--- src/rtl/core/ptt_pkg.sv ---
package ptt_pkg;

    // APB register map: two 32-bit registers at byte addresses 0 and 4
    localparam int ADDR_W = 3;
    localparam int DATA_W = 32;

    localparam logic REG_PUBLIC_ADDR = 1'b0;
    localparam logic REG_BASE_PORT   = 1'b1;

    // Packet direction
    localparam logic CMD_OUTBOUND = 1'b0;
    localparam logic CMD_INBOUND  = 1'b1;

    // Result status codes
    localparam logic [1:0] ST_TRANSLATED = 2'd0;
    localparam logic [1:0] ST_NEW_MAP    = 2'd1;
    localparam logic [1:0] ST_IN_MISS    = 2'd2;
    localparam logic [1:0] ST_FULL       = 2'd3;

    typedef struct packed {
        logic        command;
        logic [31:0] src_addr;
        logic [31:0] dst_addr;
        logic [15:0] src_port_in;
        logic [15:0] dst_port_in;
    } t_in_item;

    typedef struct packed {
        logic        forward;
        logic [31:0] out_src_addr;
        logic [15:0] out_src_port;
        logic [31:0] out_dst_addr;
        logic [15:0] out_dst_port;
        logic [1:0]  status;
    } t_out_item;

    // How the datapath builds the result transfer
    typedef enum logic [2:0] {
        RES_OUT_HIT = 3'd0,
        RES_NEW     = 3'd1,
        RES_FULL    = 3'd2,
        RES_IN_HIT  = 3'd3,
        RES_IN_MISS = 3'd4
    } t_res_kind;

    // Controller to datapath
    typedef struct packed {
        logic      load;
        logic      step;
        logic      finish;
        logic      alloc;
        t_res_kind kind;
    } t_ctl_cmd;

    // Datapath to controller
    typedef struct packed {
        logic inbound;
        logic empty;
        logic full;
        logic match;
        logic last;
        logic inb_hit;
        logic out_free;
    } t_dp_sts;

endpackage

--- src/rtl/core/ptt_ram.sv ---
module ptt_ram #(
    parameter int WIDTH = 48,
    parameter int DEPTH = 64
) (
    input  logic                     i_clk,
    input  logic                     i_we,
    input  logic [$clog2(DEPTH)-1:0] i_waddr,
    input  logic [WIDTH-1:0]         i_wdata,
    input  logic [$clog2(DEPTH)-1:0] i_raddr,
    output logic [WIDTH-1:0]         o_rdata
);

    logic [WIDTH-1:0] r_mem [DEPTH];
    logic [WIDTH-1:0] r_rdata;

    // Write port
    always_ff @(posedge i_clk) begin
        if (i_we) begin
            r_mem[i_waddr] <= i_wdata;
        end
    end

    // Registered read port
    always_ff @(posedge i_clk) begin
        r_rdata <= r_mem[i_raddr];
    end

    assign o_rdata = r_rdata;

endmodule

--- src/rtl/core/ptt_dp.sv ---
module ptt_dp import ptt_pkg::*; #(
    parameter int TABLE_SIZE = 64
) (
    input  logic        i_clk,
    input  logic        i_rst_n,
    input  t_in_item    i_in_data,
    input  logic [31:0] i_public_addr,
    input  logic [15:0] i_base_port,
    input  t_ctl_cmd    i_cmd,
    output t_dp_sts     o_sts,
    output logic        o_out_valid,
    input  logic        i_out_stall,
    output t_out_item   o_out_data
);

    localparam int AW = $clog2(TABLE_SIZE);
    localparam int CW = $clog2(TABLE_SIZE + 1);
    localparam int EW = 48;

    t_in_item          r_item;
    logic [AW-1:0]     r_idx;
    logic [AW-1:0]     n_idx;
    logic [CW-1:0]     r_used;
    logic              r_inb_hit;
    logic              r_out_valid;
    t_out_item         r_out_data;
    t_out_item         n_out_data;
    logic [15:0]       in_diff;
    logic [EW-1:0]     rd_entry;
    logic              out_free;

    // Public port offset of an inbound packet
    assign in_diff = i_in_data.dst_port_in - i_base_port;

    // Pick next table index: inbound lookup, scan start at 0, scan advance, or hold
    always_comb begin
        if (i_cmd.load) begin
            n_idx = (i_in_data.command == CMD_INBOUND) ? in_diff[AW-1:0] : '0;
        end else if (i_cmd.step) begin
            n_idx = r_idx + AW'(1);
        end else begin
            n_idx = r_idx;
        end
    end

    ptt_ram #(
        .WIDTH(EW),
        .DEPTH(TABLE_SIZE)
    ) u_map_ram (
        .i_clk  (i_clk),
        .i_we   (i_cmd.alloc),
        .i_waddr(r_used[AW-1:0]),
        .i_wdata({r_item.src_addr, r_item.src_port_in}),
        .i_raddr(n_idx),
        .o_rdata(rd_entry)
    );

    // Capture header and lookup index
    always_ff @(posedge i_clk) begin
        r_idx <= n_idx;
        if (i_cmd.load) begin
            r_item    <= i_in_data;
            r_inb_hit <= (in_diff < 16'(r_used));
        end
    end

    // Count allocated entries
    always_ff @(posedge i_clk) begin
        if (!i_rst_n) begin
            r_used <= '0;
        end else if (i_cmd.alloc) begin
            r_used <= r_used + CW'(1);
        end
    end

    assign out_free = !r_out_valid || !i_out_stall;

    // Status toward the controller
    always_comb begin
        o_sts.inbound  = i_in_data.command;
        o_sts.empty    = (r_used == '0);
        o_sts.full     = (r_used == CW'(TABLE_SIZE));
        o_sts.match    = (rd_entry == {r_item.src_addr, r_item.src_port_in});
        o_sts.last     = ((CW'(r_idx) + CW'(1)) == r_used);
        o_sts.inb_hit  = r_inb_hit;
        o_sts.out_free = out_free;
    end

    // Build the result transfer
    always_comb begin
        n_out_data.forward      = 1'b0;
        n_out_data.out_src_addr = r_item.src_addr;
        n_out_data.out_src_port = r_item.src_port_in;
        n_out_data.out_dst_addr = r_item.dst_addr;
        n_out_data.out_dst_port = r_item.dst_port_in;
        n_out_data.status       = ST_IN_MISS;
        case (i_cmd.kind)
            RES_OUT_HIT: begin
                n_out_data.forward      = 1'b1;
                n_out_data.out_src_addr = i_public_addr;
                n_out_data.out_src_port = i_base_port + 16'(r_idx);
                n_out_data.status       = ST_TRANSLATED;
            end
            RES_NEW: begin
                n_out_data.forward      = 1'b1;
                n_out_data.out_src_addr = i_public_addr;
                n_out_data.out_src_port = i_base_port + 16'(r_used);
                n_out_data.status       = ST_NEW_MAP;
            end
            RES_FULL: begin
                n_out_data.status = ST_FULL;
            end
            RES_IN_HIT: begin
                n_out_data.forward      = 1'b1;
                n_out_data.out_dst_addr = rd_entry[EW-1:16];
                n_out_data.out_dst_port = rd_entry[15:0];
                n_out_data.status       = ST_TRANSLATED;
            end
            default: begin
                n_out_data.status = ST_IN_MISS;
            end
        endcase
    end

    // Output register: hold while stalled, load on finish
    always_ff @(posedge i_clk) begin
        if (!i_rst_n) begin
            r_out_valid <= 1'b0;
        end else if (i_cmd.finish) begin
            r_out_valid <= 1'b1;
        end else if (!i_out_stall) begin
            r_out_valid <= 1'b0;
        end
    end

    always_ff @(posedge i_clk) begin
        if (i_cmd.finish) begin
            r_out_data <= n_out_data;
        end
    end

    assign o_out_valid = r_out_valid;
    assign o_out_data  = r_out_data;

`ifndef SYNTHESIS
    a_used_bound: assert property (@(posedge i_clk) disable iff (!i_rst_n)
        r_used <= CW'(TABLE_SIZE))
        else $error("entry count beyond table size");

    a_alloc_not_full: assert property (@(posedge i_clk) disable iff (!i_rst_n)
        i_cmd.alloc |-> !o_sts.full)
        else $error("allocation into a full table");

    a_used_hold: assert property (@(posedge i_clk) disable iff (!i_rst_n)
        !i_cmd.alloc |=> $stable(r_used))
        else $error("entry count changed without allocation");

    a_finish_free: assert property (@(posedge i_clk) disable iff (!i_rst_n)
        i_cmd.finish |-> out_free)
        else $error("result overwrites a pending transfer");

    a_scan_range: assert property (@(posedge i_clk) disable iff (!i_rst_n)
        i_cmd.step |=> (CW'(r_idx) < r_used))
        else $error("scan index past allocated entries");
`endif

endmodule

--- src/rtl/core/ptt_ctl.sv ---
module ptt_ctl import ptt_pkg::*; (
    input  logic     i_clk,
    input  logic     i_rst_n,
    input  logic     i_in_valid,
    output logic     o_in_stall,
    input  t_dp_sts  i_sts,
    output t_ctl_cmd o_cmd
);

    typedef enum logic [3:0] {
        S_IDLE = 4'b0001,
        S_INB  = 4'b0010,
        S_SCAN = 4'b0100,
        S_MISS = 4'b1000
    } t_state;

    t_state r_state;
    t_state n_state;

    // Sequence one packet: lookup or scan, then emit, allocating on an outbound miss with room
    always_comb begin
        n_state      = r_state;
        o_cmd.load   = 1'b0;
        o_cmd.step   = 1'b0;
        o_cmd.finish = 1'b0;
        o_cmd.alloc  = 1'b0;
        o_cmd.kind   = RES_IN_MISS;
        unique case (r_state)
            S_IDLE: begin
                if (i_in_valid) begin
                    o_cmd.load = 1'b1;
                    if (i_sts.inbound) begin
                        n_state = S_INB;
                    end else if (i_sts.empty) begin
                        n_state = S_MISS;
                    end else begin
                        n_state = S_SCAN;
                    end
                end
            end
            S_INB: begin
                if (i_sts.out_free) begin
                    o_cmd.finish = 1'b1;
                    o_cmd.kind   = i_sts.inb_hit ? RES_IN_HIT : RES_IN_MISS;
                    n_state      = S_IDLE;
                end
            end
            S_SCAN: begin
                if (i_sts.match) begin
                    if (i_sts.out_free) begin
                        o_cmd.finish = 1'b1;
                        o_cmd.kind   = RES_OUT_HIT;
                        n_state      = S_IDLE;
                    end
                end else if (i_sts.last) begin
                    n_state = S_MISS;
                end else begin
                    o_cmd.step = 1'b1;
                end
            end
            S_MISS: begin
                if (i_sts.out_free) begin
                    o_cmd.finish = 1'b1;
                    n_state      = S_IDLE;
                    if (i_sts.full) begin
                        o_cmd.kind = RES_FULL;
                    end else begin
                        o_cmd.kind  = RES_NEW;
                        o_cmd.alloc = 1'b1;
                    end
                end
            end
            default: begin
                n_state = S_IDLE;
            end
        endcase
    end

    always_ff @(posedge i_clk) begin
        if (!i_rst_n) begin
            r_state <= S_IDLE;
        end else begin
            r_state <= n_state;
        end
    end

    assign o_in_stall = (r_state != S_IDLE);

endmodule

--- src/rtl/core/port_address_translation_table.sv ---
// Sequence: an inbound packet is looked up at its public port offset; an
//   outbound packet scans the allocated entries from entry 0 to a hit or the last.
// A new packet is taken only once the current one has its result registered;
//   the scan compares one table entry per cycle through the single RAM read port.
// Reset: entry count, state machine and output valid clear; the mapping RAM
//   is not cleared, only entries already allocated are read.
module port_address_translation_table import ptt_pkg::*; #(
    parameter int TABLE_SIZE = 64
) (
    input  logic              i_clk,
    input  logic              i_rst_n,
    input  logic              i_in_valid,
    output logic              o_in_stall,
    input  t_in_item          i_in_data,
    output logic              o_out_valid,
    input  logic              i_out_stall,
    output t_out_item         o_out_data,
    input  logic              psel,
    input  logic              penable,
    input  logic              pwrite,
    input  logic [ADDR_W-1:0] paddr,
    input  logic [DATA_W-1:0] pwdata,
    output logic [DATA_W-1:0] prdata,
    output logic              pready
);

    logic [31:0] r_public_addr;
    logic [15:0] r_base_port;
    logic        cfg_wr;
    t_ctl_cmd    cmd;
    t_dp_sts     sts;

    assign pready = 1'b1;
    assign cfg_wr = psel && penable && pwrite;

    // Configuration register writes
    always_ff @(posedge i_clk) begin
        if (!i_rst_n) begin
            r_public_addr <= '0;
            r_base_port   <= '0;
        end else if (cfg_wr) begin
            unique case (paddr[2])
                REG_PUBLIC_ADDR: r_public_addr <= pwdata;
                REG_BASE_PORT:   r_base_port   <= pwdata[15:0];
                default:         r_base_port   <= r_base_port;
            endcase
        end
    end

    // Register read-back
    always_comb begin
        unique case (paddr[2])
            REG_PUBLIC_ADDR: prdata = r_public_addr;
            REG_BASE_PORT:   prdata = {16'd0, r_base_port};
            default:         prdata = '0;
        endcase
    end

    ptt_ctl u_ctl (
        .i_clk     (i_clk),
        .i_rst_n   (i_rst_n),
        .i_in_valid(i_in_valid),
        .o_in_stall(o_in_stall),
        .i_sts     (sts),
        .o_cmd     (cmd)
    );

    ptt_dp #(
        .TABLE_SIZE(TABLE_SIZE)
    ) u_dp (
        .i_clk        (i_clk),
        .i_rst_n      (i_rst_n),
        .i_in_data    (i_in_data),
        .i_public_addr(r_public_addr),
        .i_base_port  (r_base_port),
        .i_cmd        (cmd),
        .o_sts        (sts),
        .o_out_valid  (o_out_valid),
        .i_out_stall  (i_out_stall),
        .o_out_data   (o_out_data)
    );

endmodule
--- config.mk ---
export PLATFORM = sky130hd
export DESIGN_NAME = port_address_translation_table
export DESIGN_NICKNAME = d
export VERILOG_FILES = /design/src/rtl/core/ptt_pkg.sv /design/src/rtl/core/ptt_ram.sv /design/src/rtl/core/ptt_dp.sv /design/src/rtl/core/ptt_ctl.sv /design/src/rtl/core/port_address_translation_table.sv
export SDC_FILE = /design/constraint.sdc
export NUM_CORES = 2
export LEC_CHECK = 0
export BUFFER_PORTS_ARGS = -buffer_cell sky130_fd_sc_hd__buf_2
export CORE_UTILIZATION = 45
export DETAILED_ROUTE_END_ITERATION = 6
export GPL_TIMING_DRIVEN = 0
export PLACE_DENSITY_LB_ADDON = 0.15
export SYNTH_ARGS = -nofsm -noshare
export SYNTH_HDL_FRONTEND = slang
export SYNTH_HIERARCHICAL = 1
export SYNTH_SLANG_ARGS = --single-unit
--- constraint.sdc ---
create_clock -name i_clk -period 27 [get_ports i_clk]
set_input_delay 1.35 -clock i_clk [delete_from_list [all_inputs] [get_ports i_clk]]
set_output_delay 1.35 -clock i_clk [all_outputs]
set_load 0.02 [all_outputs]
# == Yosys cells after proc, flatten, opt, wreduce, memory -nomap -nowiden ==
# Memories as Yosys holds them, arrays and structs flattened. A register that Yosys moved wholly into a read port is not among the register bits.
# Index checks and enable logic that the tools add are counted.
# totals
reg_bits,262
ram_bits,3072
inputBits,139
output_inout_bits,134
n_memories,1
# mem_list
memory,words,width,rd,rd_clocked_by_memory_dff,write_ports,line_no,rtl
u_dp.u_map_ram.r_mem,64,48,1,1,1,ptt_ram.sv:13,logic [WIDTH-1:0] r_mem [DEPTH];
# op_classes
n_addsub,6
order_cmp,1
n_eq_ne,14
mux,36
bitwise_logic,1
n_reduce_logical,13
# op_table
op,count
$pmux 48 s2,1
$pmux 32 s2,1
$eq 48x48->1,1
$mux 48,1
$mux 4,6
$mux 6,3
$add 16x6->16,1
$add 16x7->16,1
$lt 16x7->1,1
$sub 16x16->16,1
$mux 1,14
$mux 3,4
$pmux 4 s3,1
$pmux 3 s3,1
$add 6x1->7 const B,1
$add 7x1->7 const B,1
$eq 7x7->1,1
$eq 7x7->1 const B,1
$logic_not 7->1,1
$add 6x1->6 const B,1
$eq 3x2->1 const B,2
$pmux 2 s3,1
$reduce_and 2->1,3
$mux 5,1
18 further kinds,21

# == Depth between registers and ports, before layout ==
# logic_depth
depth_word,8
depth_mapped,23
ltp_nobuf,21

# == Cells and area by module ==
# The synthesis kept the hierarchy.
# modules_own_cells
mod,instances,cells_each,area_each_um2
ptt_ram,1,4970,117117.3
ptt_dp,1,770,9868.2
port_address_translation_table,1,230,2183.3
ptt_ctl,1,53,381.6

# == Worst setup path after synthesis ==
# No wires, ideal clock.
# synth_timing
kind,flip-flop to flip-flop
startpoint,register u_dp/r_item[73] in the netlist's numbering
endpoint,"register u_dp.r_out_data, in the netlist u_dp/o_out_data[0], enable pin"
t_arrival_ns,12.375
t_required_ns,26.160
slack_ns,13.785
path_stages_with_launch,7
n_path_buf,0
period_less_slack_ns,13.215
path_cell_list,edfxtp_1 -> xor2_1 -> nor4_1 -> nand4_1 -> nor3_1 -> a211oi_1 -> nor4b_1
# synth_lines
element,line_no,rtl
"start, declared",ptt_dp.sv:20,t_in_item r_item;
"start signal, assigned",ptt_dp.sv:62,r_item <= i_in_data;
"end signal, assigned",ptt_dp.sv:138,r_out_data <= n_out_data;
"end, declared",ptt_dp.sv:26,t_out_item r_out_data;

==> results by group <==
Power
  – Clock share of power: 0.379
  – VDD IR max: about 0.000057 V
  – Switching Share: 0.2610
  – Cell Int Power: 9279 uW
  – Reg power frac: 0.476
  – Logic pwr share: 0.146
  – PD cells: just over 80 mW/mm2
  – Leakage: just under 0.05 uW
  – Net Switching: roughly 3300 uW

Cells and area
  – Most common cell after layout, fill and taps aside: edfxtp_1
  – Fin cells: about 11,000
  – Most frequent cells in the layout: edfxtp_1 (3,268), mux4_2 (754), buf_2 (372)
  – Final Net Count: roughly 7,000
  – Share of cells above drive strength 1: 0.2998
  – Fillers: roughly 22,000
  – P&R area growth vs syn: 18.59%

Synth
  – Synthesized flop and latch total: between 3,000 and 4,000
  – Synth async-reset ratio: 0
  – Post-Synthesis Net Count: ~6,200
  – Syn Area/Cell: approximately 22 um2
  – Mapped Cells: about 6,000
  – Post-synth EDFFs: around 3,300
  – Cell variety after synth: 73
  – Synth warnings: 6
  – Sequential fraction of the synthesis area: 0.7751
  – Area of the mapped netlist: 0.1296 mm2
  – Most used flip-flop cell after synthesis: edfxtp_1

Global route
  – Gr ovfl total: 0
  – Antenna violations before repair: 33
  – First-pass GRT wire length: approximately 560,000 um
  – GR Util All Layers: 0.2785
  – Vias in the first global route: 67,330
  – Largest net degree at the start of global routing: 35

Place
  – DP Cell Count: approximately 10,000
  – Dpl hpwl: roughly 290,000 um
  – Final Wtd Congestion: 0.8885
  – Port Buffers: ~270

CTS
  – TritonCTS clock tree: yes
  – Post-CTS resize count: 0
  – Worst skew pair latency: 920 ps
  – Max clock buf depth: 4
  – Htree depth: 5
  – Hold_buf cts: 0
  – Clock slew at reported path FFs: ~60 ps
  – CTS Sinks: ~3,400
  – Root Buffer: clkbuf_16
  – Setup bufs post-CTS: 0
  – Num CTS Buffers: ~350

STA
  – Unrepaired setup endpoints after global routing: false
  – Final Hold Fails: 0
  – Final setup fails: 0
  – Highest clock rate: about 0.11 GHz
  – Tmin final: 8898 ps
  – Period utilization: 0.3296
  – Least-Margin Pin Slew: between 1500 and 2000 ps
  – Setup Skew: between 60 and 70 ps
  – Slew Viols, Final: 33
  – Slew HR: -0.05009
  – Setup TNS: 0 ps

Floorplanning
  – Die height: ~540 um
  – Row count: between 150 and 200
  – Starting Density: 0.4535
  – Die W: about 540 um
  – Top-level I/O count: 273
  – Core area: approximately 0.29 mm2
  – DIE AREA: 0.2900 mm2

Setup path
  – CP max stage delay: between 1000 and 1500 ps
  – CP Buf/Inv Count: 6
  – CP Max Fanout: 18
  – Slowest cell on crit path: nor4_1
  – Arr. time, crit path: 9620 ps
  – Worst-path cell chain: buf_16 > buf_16 > xor2_1 > nor4_1 > nand4_1 > nor3_1 > nor3_1 > clkbuf_1 > nand2_1 > xor2_1 > o21ai_0 > clkbuf_1 > and2_1 > buf_2 > buf_1 > a221oi_1 > a221oi_1
  – CP Data Required Time: 27,720 ps
  – Top cell family by delay on the critical path: buffers and inverters
  – CP Class: flop to flop
  – CP startpoint kind: flop
  – Setup crit end kind: flop

Run status
  – Violated checks: capacitance limit, slew limit
  – Status: finished, violations left

Routing
  – DRC Markers: 0
  – Post-Route WL: around 410,000 um
  – DRT iter0 DRCs: 9,640
  – WL per Instance: 37.11 um
  – Final ANT Viol Nets: 0
  – Via count: 68,760
  – Drt via density: 6.260
  – Pre-antenna DRT Iters: 6

Worst hold path
  – Worst Hold Class: flop to flop

Flow run
  – Max Cap Viol: 3
worst reg2reg max path: stages, from the launching register on:
cell and delay, ps:
edfxtp_1 780, buf_16 240, buf_16 180, xor2_1 270, nor4_1 1100, nand4_1 180
nor3_1 570, nor3_1 160, clkbuf_1 260, nand2_1 130, xor2_1 60, o21ai_0 840
clkbuf_1 650, and2_1 380, buf_2 630, buf_1 950, a221oi_1 550, a221oi_1 790
flip-flops by register name (all words and copies together) (netlist names):
register,count
u_dp/u_map_ram/r_mem,3072
u_dp/o_out_data,99
u_dp/r_item,96
u_dp/u_map_ram/o_rdata,48
r_public_addr,32
r_base_port,16
u_dp/r_used,7
u_dp/r_idx,6
u_ctl/r_state,4
u_dp/o_out_valid,1
u_dp/r_inb_hit,1
final cells by class:
cell class,instances,area [um2],share of cell area
clock inverters,181,1647,0.01072
diodes,10,25.02,0.0001629
flip-flops and latches,3382,100400,0.6536
clock buffers,452,9580,0.06236
plain buffers,329,1768,0.01151
multi-input cells,2272,27710,0.1804
repair buffers,555,7631,0.04967
well taps,3762,4707,0.03064
inverters,40,150.1,0.0009773
layer usage:
layer	track usage	wire length [um]	vias to the layer above	share of wire
met5	0	194	-	0.00048
met4	0.09495	15470	4	0.038
met3	0.05929	38400	659	0.094
met2	0.4434	194200	3693	0.48
met1	0.3823	159300	37260	0.39
li1	-	-	27140	-
worst paths after layout:
check | from | to | slack (ps) | cells past startpoint
hold reg to reg | r_public_addr[13] | r_public_addr[13] | 480 | 2
setup reg to reg | u_dp/r_item[79] | u_dp/u_map_ram/o_rdata[46] | 18100 | 17
hold / removal | r_public_addr[13] | r_public_addr[13] | 480 | 2
setup / recovery | u_dp/r_item[79] | u_dp/u_map_ram/o_rdata[46] | 18100 | 17
Yosys cell counts, types with 6 or more instances:
cell,n,share of area
xnor2_1,23,0.0016
buf_2,103,0.0040
nand3b_1,9,0.00052
and2_1,9,0.00043
nor4_1,14,0.00068
buf_6,15,0.0013
nand4_1,9,0.00043
mux4_2,754,0.13
nor2b_1,50,0.0024
and3_1,10,0.00048
dfxtp_1,114,0.018
o22ai_1,125,0.0060
o221ai_1,28,0.0019
nor3_1,12,0.00046
buf_4,66,0.0038
clkbuf_1,127,0.0037
nor2_1,157,0.0045
a311oi_1,11,0.00074
mux2i_1,116,0.0090
a22o_1,58,0.0039
a21oi_1,95,0.0037
inv_1,40,0.0012
nand2b_1,14,0.00068
a221oi_1,84,0.0057
nand2_1,268,0.0078
edfxtp_1,3268,0.76
or3_1,6,0.00029
o21ai_0,42,0.0016
a211oi_1,35,0.0020
nand3_1,21,0.00081
ha_1,31,0.0030
buf_1,14,0.00041
xor2_1,59,0.0040
mux2_2,82,0.0071
a22oi_1,75,0.0043
power groups by stage:
| stage | Sequential (uW) | Combinational, uW | Clock (uW) |
|---|---|---|---|
| 2_1_floorplan | 6070 | 932 | 0 |
| 3_3_place_gp | 6210 | 1600 | 0 |
| 3_5_place_dp | 6080 | 1810 | 0 |
| 4_1_cts | 5970 | 1820 | 4820 |
| 5_1_grt | 5970 | 1880 | 5010 |
| 6_report | 5970 | 1830 | 4760 |
per-stage QoR:
step	hold WS (ps)	total power, uW	util	instance area, um2	worst slack (ps)
6_report	476.6	12560	0.5378	153600	18100
5_1_grt	498.9	12870	0.5377	153600	17990
4_1_cts	474.6	12600	0.5377	153600	18460
3_5_place_dp	464.7	7891	0.4984	142400	18530
3_3_place_gp	455.7	7809	0.4746	135600	3900
2_1_floorplan	443.4	6999	-	129600	13780
cells by family after synthesis:
| kind of cell | after synthesis | synth area share |
|---|---|---|
| AOI/OAI and AO/OA | 599 | 0.03282 |
| xor gates and xnor gates | 82 | 0.005544 |
| adders and majority gates | 33 | 0.003303 |
| buffers and inverters | 369 | 0.01474 |
| DFF | 3382 | 0.7751 |
| muxes | 952 | 0.1472 |
| other | 1 | 0.00002895 |
| and+or+nand+nor | 605 | 0.02129 |
Power figures use the tool's default switching activity.
